===== config.mk =====
export PLATFORM = sky130hd
export DESIGN_NAME = polygon_concavity_check
export DESIGN_NICKNAME = d
export VERILOG_FILES = /design/src/pcc_pkg.sv /design/src/pcc_mul.sv /design/src/pcc_corner.sv /design/src/polygon_concavity_check.sv
export SDC_FILE = /design/constraint.sdc
export NUM_CORES = 2
export LEC_CHECK = 0
export BUFFER_PORTS_ARGS = -buffer_cell sky130_fd_sc_hd__buf_4
export CELL_PAD_IN_SITES_DETAIL_PLACEMENT = 1
export CELL_PAD_IN_SITES_GLOBAL_PLACEMENT = 1
export CORE_MARGIN = 4
export CORE_UTILIZATION = 31
export DETAILED_ROUTE_END_ITERATION = 8
export PLACE_DENSITY_LB_ADDON = 0.2
export SLEW_MARGIN = 15
export SYNTH_ARGS = -nofsm -noshare
export SYNTH_HDL_FRONTEND = slang
export SYNTH_SLANG_ARGS = --single-unit
export TNS_END_PERCENT = 30

===== constraint.sdc =====
create_clock -name clk -period 15.9 [get_ports clk]
set_clock_uncertainty 0.2 [all_clocks]
set_input_delay 0 -clock clk [delete_from_list [all_inputs] [get_ports clk]]
set_output_delay 0 -clock clk [all_outputs]
set_load 0.03 [all_outputs]

===== src/pcc_pkg.sv =====
// Shared types and constants for the polygon concavity check.
package pcc_pkg;

  localparam int POS_BITS = 16;

  localparam int STEP_BITS = 4;
  localparam logic [STEP_BITS-1:0] STEP_CROSS_END = 4'd6;
  localparam logic [STEP_BITS-1:0] STEP_DOT_END   = 4'd12;
  localparam logic [STEP_BITS-1:0] STEP_DOT_FIRST = 4'd6;

  localparam logic [1:0] AXIS_X = 2'd0;
  localparam logic [1:0] AXIS_Y = 2'd1;
  localparam logic [1:0] AXIS_Z = 2'd2;

  // Edge components fed to the multiplier for the six cross product terms.
  localparam logic [1:0] CROSS_A [6] = '{AXIS_Y, AXIS_Z, AXIS_Z, AXIS_X, AXIS_X, AXIS_Y};
  localparam logic [1:0] CROSS_B [6] = '{AXIS_Z, AXIS_Y, AXIS_X, AXIS_Z, AXIS_Y, AXIS_X};

  typedef struct packed {
    logic start;
    logic clear;
  } pcc_corner_cmd_t;

  typedef struct packed {
    logic done;
    logic neg;
  } pcc_corner_stat_t;

endpackage


===== src/pcc_mul.sv =====
// Shared signed multiplier with a registered product.
module pcc_mul #(
  parameter int A_BITS = 35,
  parameter int B_BITS = 18
) (
  input  logic                             clk,
  input  logic signed [A_BITS-1:0]         op_a,
  input  logic signed [B_BITS-1:0]         op_b,
  output logic signed [A_BITS+B_BITS-1:0]  prod
);

  always_ff @(posedge clk) begin
    prod <= op_a * op_b;
  end

endmodule


===== src/pcc_corner.sv =====
// Corner unit: cross product normal and dot product sign on one shared multiplier.
module pcc_corner import pcc_pkg::*; #(
  parameter int COORD_BITS = 16
) (
  input  logic                             clk,
  input  logic                             rst,
  input  pcc_corner_cmd_t                  cmd,
  input  logic [2:0][COORD_BITS-1:0]       va,
  input  logic [2:0][COORD_BITS-1:0]       vb,
  input  logic [2:0][COORD_BITS-1:0]       vc,
  output pcc_corner_stat_t                 stat
);

  localparam int EW = COORD_BITS + 1;
  localparam int TW = 2 * COORD_BITS + 2;
  localparam int NW = 2 * COORD_BITS + 3;
  localparam int WB = COORD_BITS + 2;
  localparam int WP = NW + WB;
  localparam int WD = 4 * COORD_BITS + 8;
  localparam int LO = COORD_BITS + 1;

  logic signed [EW-1:0]    e1 [3];
  logic signed [EW-1:0]    e2 [3];
  logic signed [TW-1:0]    t;
  logic signed [NW-1:0]    n [3];
  logic signed [NW-1:0]    refn [3];
  logic signed [WD-1:0]    d;
  logic [STEP_BITS-1:0]    step;
  logic                    busy;
  logic                    use_dot;
  logic                    have_ref;
  logic                    done;
  logic                    neg;
  logic                    finish;

  logic signed [NW-1:0]    op_a;
  logic signed [WB-1:0]    op_b;
  logic signed [WP-1:0]    prod;
  logic [1:0]              dsel;
  logic signed [NW-1:0]    ncomp;
  logic signed [TW-1:0]    prod_lo;
  logic signed [NW-1:0]    nnew;
  logic signed [WD-1:0]    pext;
  logic signed [WD-1:0]    d_next;

  pcc_mul #(
    .A_BITS(NW),
    .B_BITS(WB)
  ) u_mul (
    .clk  (clk),
    .op_a (op_a),
    .op_b (op_b),
    .prod (prod)
  );

  always_comb begin
    op_a  = '0;
    op_b  = '0;
    dsel  = 2'((step - STEP_DOT_FIRST) >> 1);
    ncomp = n[AXIS_X];
    if (step < STEP_DOT_FIRST) begin
      op_a = NW'(e1[CROSS_A[step[2:0]]]);
      op_b = WB'(e2[CROSS_B[step[2:0]]]);
    end else if (step < STEP_DOT_END) begin
      ncomp = n[dsel];
      op_a  = refn[dsel];
      if (!step[0]) begin
        op_b = WB'(ncomp >>> LO);
      end else begin
        op_b = {1'b0, ncomp[LO-1:0]};
      end
    end
  end

  assign prod_lo = prod[TW-1:0];
  assign nnew    = NW'(t) - NW'(prod_lo);
  assign pext    = WD'(prod);
  assign d_next  = d + (step[0] ? (pext <<< LO) : pext);
  assign finish  = busy && !cmd.start
                 && (use_dot ? (step == STEP_DOT_END) : (step == STEP_CROSS_END));

  always_ff @(posedge clk) begin
    if (rst) begin
      busy     <= 1'b0;
      done     <= 1'b0;
      have_ref <= 1'b0;
      step     <= '0;
    end else begin
      done <= finish;
      if (cmd.clear) begin
        have_ref <= 1'b0;
      end else if (finish && !use_dot) begin
        have_ref <= 1'b1;
      end
      if (cmd.start) begin
        busy    <= 1'b1;
        step    <= '0;
        use_dot <= have_ref;
        d       <= '0;
        for (int i = 0; i < 3; i++) begin
          e1[i] <= EW'($signed(vb[i])) - EW'($signed(va[i]));
          e2[i] <= EW'($signed(vc[i])) - EW'($signed(vb[i]));
        end
      end else if (busy) begin
        step <= step + 1'b1;
        case (step)
          4'd1, 4'd3, 4'd5: t <= prod_lo;
          4'd2: n[AXIS_X] <= nnew;
          4'd4: n[AXIS_Y] <= nnew;
          4'd6: n[AXIS_Z] <= nnew;
          default: begin
            if (step inside {[4'd7:4'd12]}) begin
              d <= d_next;
            end
          end
        endcase
        if (finish) begin
          busy <= 1'b0;
          neg  <= use_dot ? d_next[WD-1] : 1'b0;
        end
        if (finish && !use_dot) begin
          refn[AXIS_X] <= n[AXIS_X];
          refn[AXIS_Y] <= n[AXIS_Y];
          refn[AXIS_Z] <= nnew;
        end
      end
    end
  end

  assign stat.done = done;
  assign stat.neg  = neg;

endmodule


===== src/polygon_concavity_check.sv =====
// Top level of the polygon concavity check: vertex store, polygon sequencer, result register.
//
// Vertices enter one item at a time on the input channel (in_valid, in_stall) as
// pos_x, pos_y, pos_z with last_vertex set on the final vertex of a polygon. The
// block takes one vertex, then holds in_stall high while it works on it. From the
// third vertex on, a vertex runs one corner through the corner unit: the first corner
// computes the normal only (six products), every other corner the normal plus a dot
// product split into six more products. A final vertex of four or more runs its own
// corner and the two wrap-around corners, and its result item then appears on the
// output channel (out_valid, out_stall). All products go through one multiplier.
// The result sits in an output register: while the receiver stalls it holds, and
// the next polygon's vertices are still taken; only the next final vertex waits
// for the register to empty. Polygons of fewer than four vertices report zero.
// Reset (rst, synchronous) empties the output register and starts a new polygon.
module polygon_concavity_check import pcc_pkg::*; #(
  parameter int COORD_BITS = 16
) (
  input  logic                        clk,
  input  logic                        rst,
  input  logic                        in_valid,
  output logic                        in_stall,
  input  logic signed [POS_BITS-1:0]  pos_x,
  input  logic signed [POS_BITS-1:0]  pos_y,
  input  logic signed [POS_BITS-1:0]  pos_z,
  input  logic                        last_vertex,
  output logic                        out_valid,
  input  logic                        out_stall,
  output logic                        concave
);

  localparam logic [2:0] S_IDLE   = 3'd0;
  localparam logic [2:0] S_DECIDE = 3'd1;
  localparam logic [2:0] S_RUN    = 3'd2;
  localparam logic [2:0] S_WRAP   = 3'd3;
  localparam logic [2:0] S_FIN    = 3'd4;

  localparam logic [1:0] CORNER_MID    = 2'd0;
  localparam logic [1:0] CORNER_WRAP_A = 2'd1;
  localparam logic [1:0] CORNER_WRAP_B = 2'd2;

  localparam logic [2:0] VCOUNT_MAX = 3'd4;

  logic [2:0]                  state;
  logic [1:0]                  csel;
  logic [1:0]                  start_sel;
  logic [2:0]                  vcount;
  logic                        concave_seen;
  logic                        last;
  logic [2:0][COORD_BITS-1:0]  pos_in;
  logic [2:0][COORD_BITS-1:0]  cur;
  logic [2:0][COORD_BITS-1:0]  first0;
  logic [2:0][COORD_BITS-1:0]  first1;
  logic [2:0][COORD_BITS-1:0]  rec0;
  logic [2:0][COORD_BITS-1:0]  rec1;
  logic [2:0][COORD_BITS-1:0]  ca;
  logic [2:0][COORD_BITS-1:0]  cb;
  logic [2:0][COORD_BITS-1:0]  cc;
  logic                        out_free;
  pcc_corner_cmd_t             ccmd;
  pcc_corner_stat_t            cstat;

  if (COORD_BITS <= POS_BITS) begin : g_narrow
    assign pos_in[AXIS_X] = pos_x[COORD_BITS-1:0];
    assign pos_in[AXIS_Y] = pos_y[COORD_BITS-1:0];
    assign pos_in[AXIS_Z] = pos_z[COORD_BITS-1:0];
  end else begin : g_wide
    assign pos_in[AXIS_X] = {{(COORD_BITS-POS_BITS){1'b0}}, pos_x};
    assign pos_in[AXIS_Y] = {{(COORD_BITS-POS_BITS){1'b0}}, pos_y};
    assign pos_in[AXIS_Z] = {{(COORD_BITS-POS_BITS){1'b0}}, pos_z};
  end

  assign in_stall = (state != S_IDLE);
  assign out_free = !out_valid || !out_stall;

  always_comb begin
    case (state)
      S_DECIDE: start_sel = CORNER_MID;
      S_WRAP:   start_sel = CORNER_WRAP_A;
      default:  start_sel = CORNER_WRAP_B;
    endcase
    ccmd.start = (state == S_DECIDE && vcount >= 3'd2)
              || (state == S_WRAP && last && vcount >= 3'd3)
              || (state == S_RUN && cstat.done && csel == CORNER_WRAP_A);
    ccmd.clear = (state == S_FIN) && out_free;
    case (start_sel)
      CORNER_MID: begin
        ca = rec0;
        cb = rec1;
        cc = cur;
      end
      CORNER_WRAP_A: begin
        ca = rec1;
        cb = cur;
        cc = first0;
      end
      default: begin
        ca = cur;
        cb = first0;
        cc = first1;
      end
    endcase
  end

  pcc_corner #(
    .COORD_BITS(COORD_BITS)
  ) u_corner (
    .clk  (clk),
    .rst  (rst),
    .cmd  (ccmd),
    .va   (ca),
    .vb   (cb),
    .vc   (cc),
    .stat (cstat)
  );

  always_ff @(posedge clk) begin
    if (rst) begin
      state        <= S_IDLE;
      csel         <= CORNER_MID;
      vcount       <= '0;
      concave_seen <= 1'b0;
      out_valid    <= 1'b0;
    end else begin
      if (state == S_FIN && out_free) begin
        out_valid <= 1'b1;
      end else if (!out_stall) begin
        out_valid <= 1'b0;
      end
      if (ccmd.start) begin
        csel <= start_sel;
      end
      case (state)
        S_IDLE: begin
          if (in_valid) begin
            cur   <= pos_in;
            last  <= last_vertex;
            state <= S_DECIDE;
          end
        end
        S_DECIDE: begin
          if (vcount < 3'd2) begin
            if (vcount[0]) begin
              first1 <= cur;
            end else begin
              first0 <= cur;
            end
            state <= S_WRAP;
          end else begin
            state <= S_RUN;
          end
        end
        S_RUN: begin
          if (cstat.done) begin
            if (cstat.neg) begin
              concave_seen <= 1'b1;
            end
            if (csel == CORNER_MID) begin
              state <= S_WRAP;
            end else if (csel == CORNER_WRAP_B) begin
              state <= S_FIN;
            end
          end
        end
        S_WRAP: begin
          if (!last) begin
            rec0 <= rec1;
            rec1 <= cur;
            if (vcount < VCOUNT_MAX) begin
              vcount <= vcount + 3'd1;
            end
            state <= S_IDLE;
          end else if (vcount >= 3'd3) begin
            state <= S_RUN;
          end else begin
            state <= S_FIN;
          end
        end
        S_FIN: begin
          if (out_free) begin
            concave      <= concave_seen;
            vcount       <= '0;
            concave_seen <= 1'b0;
            state        <= S_IDLE;
          end
        end
        default: state <= S_IDLE;
      endcase
    end
  end

  a_done_in_run: assert property (@(posedge clk) disable iff (rst)
    cstat.done |-> state == S_RUN)
    else $error("corner unit finished outside of a corner run");

  a_result_from_fin: assert property (@(posedge clk) disable iff (rst)
    $rose(out_valid) |-> $past(state) == S_FIN)
    else $error("result item raised outside of the finish step");

  a_result_restarts: assert property (@(posedge clk) disable iff (rst)
    $rose(out_valid) |-> vcount == 3'd0 && !concave_seen && state == S_IDLE)
    else $error("polygon state not cleared after the result");

  a_concave_needs_corners: assert property (@(posedge clk) disable iff (rst)
    concave_seen |-> vcount >= 3'd2)
    else $error("concavity flagged before any corner was tested");

endmodule


==> summary.txt <==
Run status
  – Status: finished, final reports clean

Clock tree
  – CTS tree: yes
  – CTS buffer count: 91
  – H-tree Lvls: 3
  – Max clock buf depth: 3
  – Clk Latency, worst-skew pair: 0.70 ns
  – Clock transition at path regs: 0.06 ns
  – Clock root cell: clkbuf_16
  – Sink Count: 732

Synthesis
  – Syn_nets: 6984
  – Register area share after synthesis: 35.2%
  – Mean area per synthesized cell: 10.1 µm²
  – Post-synth cell types: 92
  – Cells after synthesis: 5986
  – YS warnings: 0
  – FFs w/ async S/R, synth: 0%
  – Yosys reg bits: 732
  – Synth Flop Type: edfxtp_1
  – Number of synthesized flops with an enable pin: 662
  – Syn Std Cell Area: 60400 µm²

Run
  – Max-Cap Viols: 0

Setup path
  – Kind of critical path: reg -> reg
  – Worst-path fanout max: 37
  – Critical path's top delay family: adder cells
  – FF-to-FF Start: u_corner.step[0]
  – Critical Path AT: 11.78 ns
  – CP Buf/Inv Count: 8
  – CP max-delay cell: a311oi_1
  – CP startpoint: u_corner.step[0]
  – Worst reg2reg path endpoint: u_corner.u_mul.prod[52]
  – CP endpoint: u_corner.u_mul.prod[52]
  – CP Launch Type: flip-flop
  – CP endpoint kind: flip-flop
  – Worst-case reg-to-reg path depth: 33
  – Critical Path Max Stage Delay: 1.00 ns
  – Reg2reg setup slack: 4.53 ns
  – Crit path top cell by count: fa_1
  – Critical path depth in cells: 33
  – Critical path required time: 16.31 ns

Final layout
  – Nets: 7082
  – Layout area overhead: 12.4%
  – Fin util: 35.1%
  – Layout cell share with drive strength beyond 1: 6.48%

GRT
  – First-pass GRT wire length: 297000 µm
  – Met2 Usage GRT: 32.1%
  – Met1 usage: 26.4%
  – Global route hottest layer: met2
  – Total GRT Usage: 19.1%
  – GR Overflow Total: 0
  – Initial antenna violation count: 10
  – GR Util met3: 1.85%
  – Vias in the first global route: 47200
  – Largest net degree at the start of global routing: 102

STA
  – Setup violators final: 0
  – Final Critical Period: 11.37 ns
  – RSZ-0062 raised after global routing: false
  – Final hold vios: 0
  – Slew margin rel.: 18.8%
  – Fin Setup TNS: 0 ns
  – Worst-Margin Slew: 1.21 ns
  – Max frequency: 87.9 MHz
  – Max-slew violations: 0
  – Final Cycle Share: 71.5%

Placement
  – Gpl congestion: 0.853
  – Post-detail-place hpwl: 149000 µm
  – Port Buffers: 55

Floorplanning
  – Initial core utilization: 31.3%
  – Chip width: 449 µm
  – Num rows: 161
  – Die area: 202000 µm²
  – Num ports: 56
  – Core box area: 193000 µm²
  – Die height: 449 µm

Routing
  – Drt first pass iters: 5
  – Routed WL per cell: 22.1 µm
  – Vias: 43600
  – DR vias/cell: 5.01
  – Initial DRC Count: 2372
  – Drt drc: 0
  – Final WL: 192000 µm
  – Post-route ant nets: 0

Worst hold path
  – Hold Crit Class: in -> reg
  – Hold Path Stages: 3

Power
  – Power Density: 103 nW/µm²
  – Lkg Pwr: 28.3 nW
  – Worst VDD drop: 0.0000840 V
==> cell usage after synthesis (all sizes together), types with 7 or more instances <==
cell,instances,area (µm²)
a21oi,299,1550
mux2,18,203
nor3,77,385
a31oi,26,184
o21bai,23,173
nor2b,61,382
inv,916,3440
xnor2,126,1100
nand2,665,2500
nor2,574,2150
mux4,17,383
nor3b,7,52.6
o21ai,304,1540
edfxtp,662,19900
nand3,64,335
nand2b,46,288
nand4,40,250
mux2i,243,2450
and2,48,300
nor4,13,81.3
o31ai,21,176
dfxtp,70,1400
o22ai,15,100
ha,336,4200
a22oi,9,67.6
a22o,11,96.3
a21boi,32,240
a211o,11,96.3
a211oi,47,373
a21o,114,857
xor2,52,455
or3,37,231
clkbuf,158,593
fa,609,12200
buf,72,363
o21a,36,270
o211ai,17,133
and3,23,144
o22a,7,61.3
or2,18,113
==> cells in the final DEF (no fill, tap or decap), drive strengths merged, types with 47 or more instances in the layout <==
cell type    count
a211oi          47
a21o           114
a21oi          299
and2            48
buf            131
clkbuf         104
dfxtp           70
dlygate4sd3    104
edfxtp         662
fa             609
ha             336
inv            924
mux2i          243
nand2          665
nand3           64
nor2           574
nor2b           61
nor3            77
o21ai          304
xnor2          126
xor2            52
==> kinds of logic after synthesis <==
logic type | after synthesis | share of synthesized area [%]
AND/OR/NAND/NOR | 1690 | 12.2
buffers and inverters | 1146 | 7.28
AO/OA/AOI/OAI | 1017 | 10.5
adder cells (fa/ha/maj) | 945 | 27.2
flip-flops | 732 | 35.2
multiplexers | 278 | 5.02
XOR/XNOR | 178 | 2.58
==> cell type report <==
| class | instances | area [µm²] |
|---|---|---|
| tap | 2526 | 3160 |
| clock inverter | 61 | 722 |
| fill | 21500 | 125000 |
| clock buffer | 104 | 2350 |
| multi-input combinational | 4108 | 34900 |
| antenna | 3 | 7.51 |
| sequential | 732 | 21300 |
| inverter | 916 | 3440 |
| timing repair buffer | 235 | 2030 |
==> metal layers <==
metal,wire length [µm],vias to the layer above
met5,0,-
met4,5300,0
met3,5810,197
met2,90600,624
met1,90000,22600
li1,-,20100
==> sequential cells by signal (all words and copies together) (netlist names), 34 cells and up <==
register and cells:
u_corner.n 105, u_corner.t 34, u_corner.e1 51, cur 48
first0 48, u_corner.e2 51, rec1 48, u_corner.u_mul.prod 53
rec0 48, u_corner.refn 105, u_corner.d 72, first1 48
==> how the worst min path moves through the flow <==
stage,end,from
finish,csel[0],rst
global route,csel[0],rst
CTS,csel[0],rst
detailed placement,cur[8],pos_x[8]
global placement,cur[18],pos_y[2]
floorplan,cur[0],pos_x[0]
==> power by group <==
group / leakage (nW) / internal, mW / total, mW / switching, mW
registers: 6.56 / 2.32 / 2.42 / 0.0921
logic: 20.3 / 0.898 / 2.41 / 1.51
clock network: 1.48 / 1.28 / 2.16 / 0.881
total: 28.3 / 4.50 / 6.99 / 2.49
==> through the flow <==
step / hold WS [ns] / std cells / cell area [µm²] / total power [mW] / worst slack (ns)
final: 0.0630 / 8685 / 67900 / 6.99 / 4.53
after global routing: 0.0507 / 8682 / 67900 / 7.46 / 4.27
after CTS: 0.00331 / 8682 / 67900 / 7.09 / 4.68
after detailed placement: -0.0205 / 8413 / 63700 / 4.86 / 4.74
after global placement: -0.0220 / 8412 / 63700 / 4.82 / 4.88
after floorplan: -0.101 / 5986 / 60400 / 4.10 / 7.21
==> worst min-delay path, delay by kind of cell <==
kind	cells	cell delay, ns
and+or+nand+nor	1	0.13
buffers and inverters	2	0.78
==> timing repair <==
item / CTS / global route
hold buffers: 104 / 0
setup buffers: 0 / 0
gates resized for setup: 0 / 0
endpoints found under the hold margin: 138 / 0
No activity file was read; power rests on OpenSTA's default activity.
